--- config.mk ---
export PLATFORM = sky130hd
export DESIGN_NAME = counting_semaphore_bank
export DESIGN_NICKNAME = d
export VERILOG_FILES = /design/src/hdl/csb_pkg.sv /design/src/hdl/counting_semaphore_bank.sv /design/src/hdl/csb_ctrl.sv /design/src/hdl/csb_datapath.sv
export SDC_FILE = /design/constraint.sdc
export NUM_CORES = 1
export LEC_CHECK = 0
export BUFFER_PORTS_ARGS = -buffer_cell sky130_fd_sc_hd__buf_2
export CORE_MARGIN = 2
export CORE_UTILIZATION = 65
export DETAILED_ROUTE_END_ITERATION = 12
export PLACE_DENSITY = 0.8
export SYNTH_ARGS = -nofsm -noshare
export SYNTH_HDL_FRONTEND = slang
export SYNTH_SLANG_ARGS = --single-unit
--- constraint.sdc ---
create_clock -name clk -period 10.4 [get_ports clk]
set_clock_uncertainty 0.2 [all_clocks]
set_input_delay 0.52 -clock clk [delete_from_list [all_inputs] [get_ports clk]]
set_output_delay 0.52 -clock clk [all_outputs]
set_load 0.02 [all_outputs]
--- src/hdl/csb_pkg.sv ---
// Shared constants, request and status codes, and controller/datapath
// command and status types for the counting semaphore bank.
// No dependencies.
package csb_pkg;

  // Table sizes
  localparam int NUM_SEMS  = 32;
  localparam int NUM_PROCS = 16;

  // Derived widths
  localparam int SEM_W   = $clog2(NUM_SEMS);
  localparam int PROC_W  = $clog2(NUM_PROCS);
  localparam int ALLOC_W = $clog2(NUM_SEMS + 1);

  // Field widths
  localparam int REQ_W   = 2;
  localparam int SEMID_W = 5;
  localparam int INIT_W  = 15;
  localparam int PID_W   = 4;
  localparam int STAT_W  = 2;
  localparam int CNT_W   = 16;

  // Count saturation limits
  localparam logic signed [CNT_W-1:0] COUNT_MAX = 16'sh7FFF;
  localparam logic signed [CNT_W-1:0] COUNT_MIN = 16'sh8000;

  // Request kinds
  localparam logic [REQ_W-1:0] REQ_CREATE = 2'd0;
  localparam logic [REQ_W-1:0] REQ_WAIT   = 2'd1;
  localparam logic [REQ_W-1:0] REQ_SIGNAL = 2'd2;

  // Result status codes
  localparam logic [STAT_W-1:0] STAT_OK     = 2'd0;
  localparam logic [STAT_W-1:0] STAT_BAD_ID = 2'd1;
  localparam logic [STAT_W-1:0] STAT_FULL   = 2'd2;

  // Commands from controller to datapath
  typedef struct packed {
    logic load;     // capture the accepted request
    logic rd_sem;   // read count, head and tail of the addressed semaphore
    logic rd_link;  // read the link of the queue head
    logic exec;     // update state and load the result register
    logic link_wr;  // append the caller after the old tail
  } csb_cmd_t;

  // Status from datapath to controller
  typedef struct packed {
    logic need_link;  // valid during exec: a tail link must be written
  } csb_sts_t;

endpackage

--- src/hdl/counting_semaphore_bank.sv ---
// Top level of the counting semaphore bank: stream ports, sequencer and
// datapath. Depends on csb_pkg, csb_ctrl and csb_datapath.
//
// Usage:
//   The input channel carries one request per transaction: the request kind
//   in in_tuser, the semaphore id, initial count and caller in in_tdata.
//   Every request gives exactly one result transaction on the output
//   channel: the status code in out_tuser, the allocated id, blocked flag
//   and woken process in out_tdata.
//   A request is taken when in_tvalid and in_tready are high; in_tready is
//   high only while the sequencer is idle. Each request then passes a
//   semaphore read, a queue-head link read and an execute step that loads
//   the result register. A wait that blocks on a non-empty queue adds a
//   step to write the tail link. No new request is taken until the
//   current one has passed all its steps.
//   The result register holds a finished result while out_tready is low, and
//   the next request is accepted meanwhile; its execute step waits until
//   the register is free.
//   Synchronous reset clears the allocated count, so no semaphore exists
//   afterwards; the memories are not cleared and need no clearing pass.
module counting_semaphore_bank (
  input  logic        clk,
  input  logic        rst_n,
  input  logic        in_tvalid,
  output logic        in_tready,
  input  logic [23:0] in_tdata,   // sem_id[4:0], init_value[19:5], proc_id[23:20]
  input  logic [1:0]  in_tuser,   // req_type[1:0]
  output logic        out_tvalid,
  input  logic        out_tready,
  output logic [15:0] out_tdata,  // new_sem[4:0], caller_blocked[5],
                                  // woken_valid[6], woken_proc[10:7], zero[15:11]
  output logic [1:0]  out_tuser   // status[1:0]
);

  csb_pkg::csb_cmd_t cmd;
  csb_pkg::csb_sts_t sts;

  logic [csb_pkg::SEMID_W-1:0] new_sem;
  logic                        caller_blocked;
  logic                        woken_valid;
  logic [csb_pkg::PID_W-1:0]   woken_proc;

  csb_ctrl u_ctrl (
    .clk        (clk),
    .rst_n      (rst_n),
    .in_tvalid  (in_tvalid),
    .in_tready  (in_tready),
    .out_tvalid (out_tvalid),
    .out_tready (out_tready),
    .cmd        (cmd),
    .sts        (sts)
  );

  csb_datapath u_datapath (
    .clk            (clk),
    .rst_n          (rst_n),
    .cmd            (cmd),
    .sts            (sts),
    .req_type       (in_tuser),
    .sem_id         (in_tdata[4:0]),
    .init_value     (in_tdata[19:5]),
    .proc_id        (in_tdata[23:20]),
    .status         (out_tuser),
    .new_sem        (new_sem),
    .caller_blocked (caller_blocked),
    .woken_valid    (woken_valid),
    .woken_proc     (woken_proc)
  );

  // Pack result fields, lowest first
  assign out_tdata = {5'd0, woken_proc, woken_valid, caller_blocked, new_sem};

endmodule

--- src/hdl/csb_ctrl.sv ---
// Sequencer for the counting semaphore bank: walks each request through
// read, execute and link-write steps and owns the result valid flag.
// Depends on csb_pkg.
module csb_ctrl (
  input  logic              clk,
  input  logic              rst_n,
  input  logic              in_tvalid,
  output logic              in_tready,
  output logic              out_tvalid,
  input  logic              out_tready,
  output csb_pkg::csb_cmd_t cmd,
  input  csb_pkg::csb_sts_t sts
);

  typedef enum logic [2:0] {
    S_IDLE,
    S_RD_SEM,
    S_RD_LINK,
    S_EXEC,
    S_LINK
  } state_t;

  state_t state_r;
  logic   out_valid_r;
  logic   out_free;

  assign out_free   = !out_valid_r || out_tready;
  assign in_tready  = (state_r == S_IDLE);
  assign out_tvalid = out_valid_r;

  // Decode commands from the current step
  always_comb begin
    cmd         = '0;
    cmd.load    = (state_r == S_IDLE) && in_tvalid;
    cmd.rd_sem  = (state_r == S_RD_SEM);
    cmd.rd_link = (state_r == S_RD_LINK);
    cmd.exec    = (state_r == S_EXEC) && out_free;
    cmd.link_wr = (state_r == S_LINK);
  end

  // Advance the sequence and track the result register
  always_ff @(posedge clk) begin
    if (!rst_n) begin
      state_r     <= S_IDLE;
      out_valid_r <= 1'b0;
    end else begin
      if (cmd.exec) begin
        out_valid_r <= 1'b1;
      end else if (out_tready) begin
        out_valid_r <= 1'b0;
      end
      unique case (state_r)
        S_IDLE: begin
          if (in_tvalid) state_r <= S_RD_SEM;
        end
        S_RD_SEM:  state_r <= S_RD_LINK;
        S_RD_LINK: state_r <= S_EXEC;
        S_EXEC: begin
          if (out_free) state_r <= sts.need_link ? S_LINK : S_IDLE;
        end
        S_LINK:    state_r <= S_IDLE;
        default:   state_r <= S_IDLE;
      endcase
    end
  end

endmodule

--- src/hdl/csb_datapath.sv ---
// Datapath of the counting semaphore bank: request registers, count and
// queue memories, saturating update logic and the result register.
// Depends on csb_pkg.
module csb_datapath (
  input  logic                        clk,
  input  logic                        rst_n,
  input  csb_pkg::csb_cmd_t           cmd,
  output csb_pkg::csb_sts_t           sts,
  input  logic [csb_pkg::REQ_W-1:0]   req_type,
  input  logic [csb_pkg::SEMID_W-1:0] sem_id,
  input  logic [csb_pkg::INIT_W-1:0]  init_value,
  input  logic [csb_pkg::PID_W-1:0]   proc_id,
  output logic [csb_pkg::STAT_W-1:0]  status,
  output logic [csb_pkg::SEMID_W-1:0] new_sem,
  output logic                        caller_blocked,
  output logic                        woken_valid,
  output logic [csb_pkg::PID_W-1:0]   woken_proc
);

  localparam int SEM_W   = csb_pkg::SEM_W;
  localparam int PROC_W  = csb_pkg::PROC_W;
  localparam int ALLOC_W = csb_pkg::ALLOC_W;
  localparam int CNT_W   = csb_pkg::CNT_W;

  // Semaphore and queue storage
  logic signed [CNT_W-1:0] cnt_mem  [csb_pkg::NUM_SEMS];
  logic [PROC_W-1:0]       head_mem [csb_pkg::NUM_SEMS];
  logic [PROC_W-1:0]       tail_mem [csb_pkg::NUM_SEMS];
  logic [PROC_W-1:0]       link_mem [csb_pkg::NUM_PROCS];

  // Captured request
  logic [csb_pkg::REQ_W-1:0]   req_r;
  logic [csb_pkg::SEMID_W-1:0] sid_r;
  logic [csb_pkg::INIT_W-1:0]  ival_r;
  logic [PROC_W-1:0]           proc_r;

  // Registered memory read data
  logic signed [CNT_W-1:0] rd_cnt_r;
  logic [PROC_W-1:0]       rd_head_r;
  logic [PROC_W-1:0]       rd_tail_r;
  logic [PROC_W-1:0]       rd_link_r;

  logic [ALLOC_W-1:0] alloc_r;

  // Result register
  logic [csb_pkg::STAT_W-1:0]  status_r;
  logic [csb_pkg::SEMID_W-1:0] new_sem_r;
  logic                        blocked_r;
  logic                        wvalid_r;
  logic [csb_pkg::PID_W-1:0]   wproc_r;

  logic [SEM_W-1:0] sem_idx;
  logic [SEM_W-1:0] new_idx;
  logic             table_full;
  logic             bad_id;
  logic signed [CNT_W-1:0] p_after;
  logic signed [CNT_W-1:0] v_after;

  // Update decisions for the exec step
  logic                        do_create;
  logic                        do_wait;
  logic                        do_signal;
  logic                        wait_block;
  logic                        signal_wake;
  logic [csb_pkg::STAT_W-1:0]  status_nxt;
  logic [csb_pkg::SEMID_W-1:0] new_sem_nxt;

  assign sem_idx    = sid_r[SEM_W-1:0];
  assign new_idx    = alloc_r[SEM_W-1:0];
  assign table_full = (alloc_r >= ALLOC_W'(csb_pkg::NUM_SEMS));
  assign bad_id     = (ALLOC_W'(sid_r) >= alloc_r);
  assign p_after    = (rd_cnt_r == csb_pkg::COUNT_MIN) ? csb_pkg::COUNT_MIN
                                                        : rd_cnt_r - 16'sd1;
  assign v_after    = (rd_cnt_r == csb_pkg::COUNT_MAX) ? csb_pkg::COUNT_MAX
                                                        : rd_cnt_r + 16'sd1;

  always_comb begin
    do_create   = 1'b0;
    do_wait     = 1'b0;
    do_signal   = 1'b0;
    status_nxt  = csb_pkg::STAT_OK;
    new_sem_nxt = '0;
    unique case (req_r)
      csb_pkg::REQ_CREATE: begin
        if (table_full) begin
          status_nxt = csb_pkg::STAT_FULL;
        end else begin
          do_create   = 1'b1;
          new_sem_nxt = csb_pkg::SEMID_W'(alloc_r);
        end
      end
      csb_pkg::REQ_WAIT: begin
        if (bad_id) status_nxt = csb_pkg::STAT_BAD_ID;
        else        do_wait    = 1'b1;
      end
      csb_pkg::REQ_SIGNAL: begin
        if (bad_id) status_nxt = csb_pkg::STAT_BAD_ID;
        else        do_signal  = 1'b1;
      end
      default: ;
    endcase
  end

  assign wait_block    = do_wait && (p_after < 0);
  assign signal_wake   = do_signal && (v_after <= 0);
  assign sts.need_link = wait_block && (rd_cnt_r < 0);

  // Capture the accepted request
  always_ff @(posedge clk) begin
    if (cmd.load) begin
      req_r  <= req_type;
      sid_r  <= sem_id;
      ival_r <= init_value;
      proc_r <= proc_id[PROC_W-1:0];
    end
  end

  // Read the addressed semaphore, then the link of its queue head
  always_ff @(posedge clk) begin
    if (cmd.rd_sem) begin
      rd_cnt_r  <= cnt_mem[sem_idx];
      rd_head_r <= head_mem[sem_idx];
      rd_tail_r <= tail_mem[sem_idx];
    end
    if (cmd.rd_link) begin
      rd_link_r <= link_mem[rd_head_r];
    end
  end

  // Write the count
  always_ff @(posedge clk) begin
    if (cmd.exec) begin
      if (do_create) cnt_mem[new_idx] <= CNT_W'(ival_r);
      else if (do_wait) cnt_mem[sem_idx] <= p_after;
      else if (do_signal) cnt_mem[sem_idx] <= v_after;
    end
  end

  // Write queue head and tail
  always_ff @(posedge clk) begin
    if (cmd.exec) begin
      if (do_create) begin
        head_mem[new_idx] <= '0;
        tail_mem[new_idx] <= '0;
      end else if (wait_block) begin
        if (rd_cnt_r >= 0) head_mem[sem_idx] <= proc_r;
        tail_mem[sem_idx] <= proc_r;
      end else if (signal_wake) begin
        head_mem[sem_idx] <= rd_link_r;
      end
    end
  end

  // Terminate the caller's link, then append it after the old tail
  always_ff @(posedge clk) begin
    if (cmd.exec && wait_block) begin
      link_mem[proc_r] <= '0;
    end else if (cmd.link_wr) begin
      link_mem[rd_tail_r] <= proc_r;
    end
  end

  // Count allocated semaphores
  always_ff @(posedge clk) begin
    if (!rst_n) begin
      alloc_r <= '0;
    end else if (cmd.exec && do_create) begin
      alloc_r <= alloc_r + ALLOC_W'(1);
    end
  end

  // Load the result register
  always_ff @(posedge clk) begin
    if (cmd.exec) begin
      status_r  <= status_nxt;
      new_sem_r <= new_sem_nxt;
      blocked_r <= wait_block;
      wvalid_r  <= signal_wake;
      wproc_r   <= signal_wake ? csb_pkg::PID_W'(rd_head_r) : '0;
    end
  end

  assign status         = status_r;
  assign new_sem        = new_sem_r;
  assign caller_blocked = blocked_r;
  assign woken_valid    = wvalid_r;
  assign woken_proc     = wproc_r;

endmodule
==> impl_metrics.ini <==
[outcome]
outcome = finished, final reports clean

[global_route]
gr-total-overflow = 0
grt_start_max_net_pins = 73
grt_pass1_wl_um = 133000
grt_usage_pct = 31.5
gr-usage-met2_pct = 51.2
grt_antenna_before_repair = 1
use_met1_pct = 44.8
top_usage_layer = met2
grt_use_met3_pct = 5.42
grt_pass1_vias = 19300

[timing]
hold_viol_final = 0
layout_min_cycle_time_ps = 4900
slew_headroom_pct = 18.3
fin_setup_tns_ps = 0
fin_crit_sh_pct = 47.2
worst_pin_slew_ps = 1230
holdWs_ps = 45.6
setup-violations-final = 0
rsz0062_at_grt = no
fmax_mhz = 204
slew_viol_final = 0

[drt]
detailroute.via_count = 19400
via_per_inst = 7.06
avgRoutedWirePerCell_um = 32.8
first_pass_iters = 6
wirelength_um = 89900
drtIter0Drc = 2680
drc = 0
postRouteAntennaNets = 0

[place]
hpwlAfterDp_um = 53400
port_buffers = 44
globalplace.congestion = 1.00

[finish]
fin_nets = 1960
drive_gt1_share_pct = 28.3
n_fill_cell = 3074
antenna_cells = 0
final_common_cell = edfxtp_1
mostFrequentLayoutCells = edfxtp_1, mux4_2, clkbuf_16
final_core_utilization_pct = 73.4
area_growth_pct = 11.8

[clock_tree]
cts_made_buffers = 86
cts_setup_buffers = 0
clk_latency_ps = 650
h-tree-depth = 3
cts_sinks = 909
cts_tree = done
cts_resized = 0
cts-root-buf = clkbuf_16
clkTransAtPathRegs_ps = 60
clock_tree.buffer_depth = 3

[yosys]
synthCells = 1825
ys_seq_area_share_pct = 73.6
yosysWarnings = 0
async_flop_share_pct = 0
synth-edff-count = 899
avgSynthCellArea_um2 = 20.3
syn_area_mm2 = 0.0370
ys_ff_latch = 909
ys.flop_type = edfxtp_1
yosysUniqueCellTypes = 76

[pwr]
switchingPower_uw = 1640
sw_frac_of_total_pct = 21.3
ir_worst_vdd_uv = 240
power_uw = 7680
pwr-share-clk_pct = 41.8
seqPwrFrac_pct = 53.0
power_density_mw_per_mm2 = 186
intPower_uw = 6040
comb_power_share_pct = 5.2
leakagePower_uw = 0.0131

[worst_setup_path]
r2r_cells = 8
arrival_ps = 4990
crit_fanout = 60
critical_path_class = register to register
crit_required_ps = 10480
end_kind = register
cp-start-kind = register

[die]
dieArea_mm2 = 0.0588
rows = 87
ios = 50
fp.coreArea_mm2 = 0.0563
initial_core_util_pct = 65.7
dieWidth_um = 242
die_h_um = 242

[run]
maxCapViolCount = 0

[min_path]
hold_class = primary input to register
timing.hold.worst_path_depth = 3
==> critical path: stages, from the launching register on <==
cell and delay (ps):
edfxtp_1 340, buf_4 700, ha_1 380, a2111o_1 400
a311oi_4 420, o21ai_1 350, nor3_2 780, o311ai_0 450
a21oi_1 510
==> power groups by stage <==
stage / clock network, uW / registers (uW) / logic (uW)
CTS: 3220 / 4070 / 401
floorplan: 0 / 4130 / 263
finish: 3210 / 4070 / 402
detailed placement: 0 / 4140 / 388
global placement: 0 / 4140 / 377
global route: 3370 / 4070 / 421
==> worst paths after layout <==
| path | from | endpoint | slack (ps) |
|---|---|---|---|
| setup / recovery | u_datapath.sem_idx[1]$_DFFE_PP_ | u_datapath.head_mem[11][1]$_DFFE_PP_ | 5500 |
| hold / removal | rst_n | u_ctrl.state_r[2]$_SDFFE_PN0P_ | 50 |
| setup reg to reg | u_datapath.sem_idx[1]$_DFFE_PP_ | u_datapath.head_mem[11][1]$_DFFE_PP_ | 5500 |
| hold reg to reg | u_ctrl.state_r[1]$_SDFFE_PN0P_ | u_ctrl.out_tvalid$_SDFFE_PN0P_ | 390 |
==> synth_stat cells, types with 3 or more instances <==
| master | instances | area share (%) |
|---|---|---|
| nand4_1 | 13 | 0.22 |
| o2bb2ai_1 | 3 | 0.071 |
| mux4_2 | 260 | 16 |
| buf_6 | 3 | 0.091 |
| nor2_1 | 87 | 0.88 |
| o2111ai_1 | 4 | 0.095 |
| o211ai_1 | 10 | 0.20 |
| dfxtp_1 | 10 | 0.54 |
| buf_2 | 11 | 0.15 |
| and2_1 | 17 | 0.29 |
| or4_4 | 3 | 0.091 |
| nand2_1 | 42 | 0.43 |
| o21ai_0 | 16 | 0.22 |
| nand2b_1 | 7 | 0.12 |
| o21a_1 | 4 | 0.081 |
| or3_1 | 6 | 0.10 |
| a32oi_1 | 5 | 0.12 |
| xnor2_1 | 8 | 0.19 |
| o31ai_1 | 3 | 0.061 |
| and3_1 | 17 | 0.29 |
| nor3b_1 | 3 | 0.061 |
| edfxtp_1 | 899 | 73 |
| inv_1 | 21 | 0.21 |
| a21oi_1 | 57 | 0.77 |
| mux2_2 | 27 | 0.82 |
| buf_1 | 20 | 0.20 |
| o311ai_0 | 8 | 0.19 |
| clkbuf_1 | 60 | 0.61 |
| buf_4 | 9 | 0.18 |
| nor2b_1 | 7 | 0.12 |
| a31oi_1 | 9 | 0.15 |
| ha_1 | 13 | 0.44 |
| mux2i_1 | 10 | 0.27 |
| nor3_1 | 51 | 0.69 |
| a21o_1 | 8 | 0.16 |
| or2_2 | 6 | 0.10 |
| o22a_1 | 3 | 0.071 |
| a21boi_0 | 7 | 0.14 |
| nand3_1 | 18 | 0.24 |
| xor2_1 | 5 | 0.12 |
| o22ai_1 | 4 | 0.068 |
==> cell type report <==
class | instances | area (um^2) | area share (%)
Inverter | 22 | 82.6 | 0.200
Multi-Input combinational cell | 795 | 9490 | 23.0
Clock buffer | 106 | 2280 | 5.52
Clock inverter | 52 | 594 | 1.44
Timing Repair Buffer | 103 | 731 | 1.77
Sequential cell | 909 | 27200 | 65.8
Tap cell | 756 | 946 | 2.29
==> sequential cells by signal, summed over array words and instances (netlist names), 5 cells and up <==
register and count:
u_datapath.rd_cnt_r 16, u_datapath.link_mem 64, u_datapath.ival_r 15, u_datapath.cnt_mem 512, u_datapath.head_mem 128, u_datapath.alloc_r 6
u_datapath.new_sem 5, u_datapath.sem_idx 5, u_datapath.tail_mem 128
==> what timing repair did <==
item / 4_1_cts / 5_1_grt
hold endpoints to repair: 27 / 0
hold buffers: 27 / 0
endpoints found under the setup margin: 0 / 0
==> kinds of logic after synthesis <==
logic type,after synthesis,share of synthesized area [%]
compound gates,169,3.14
fa+ha+maj,13,0.440
simple gates,298,4.14
flops,909,73.6
mux,297,16.9
buf+inv,125,1.46
other cells,1,0.0101
xor+xnor,13,0.308
==> layer usage <==
layer,part of all wire (%),up-vias
li1,-,7808
met2,50,1342
met5,0.014,-
met3,9.5,184
met1,37,10000
met4,3.5,2
==> through the flow <==
step	setup slack [ps]	area (um^2)	cells
final	5500	41300	2743
after detailed placement	5560	38200	2558
after floorplan	4770	37000	1829
after CTS	5530	41300	2743
after global placement	5730	38200	2558
after global routing	5230	41300	2743
No activity file was read; power rests on OpenSTA's default activity.
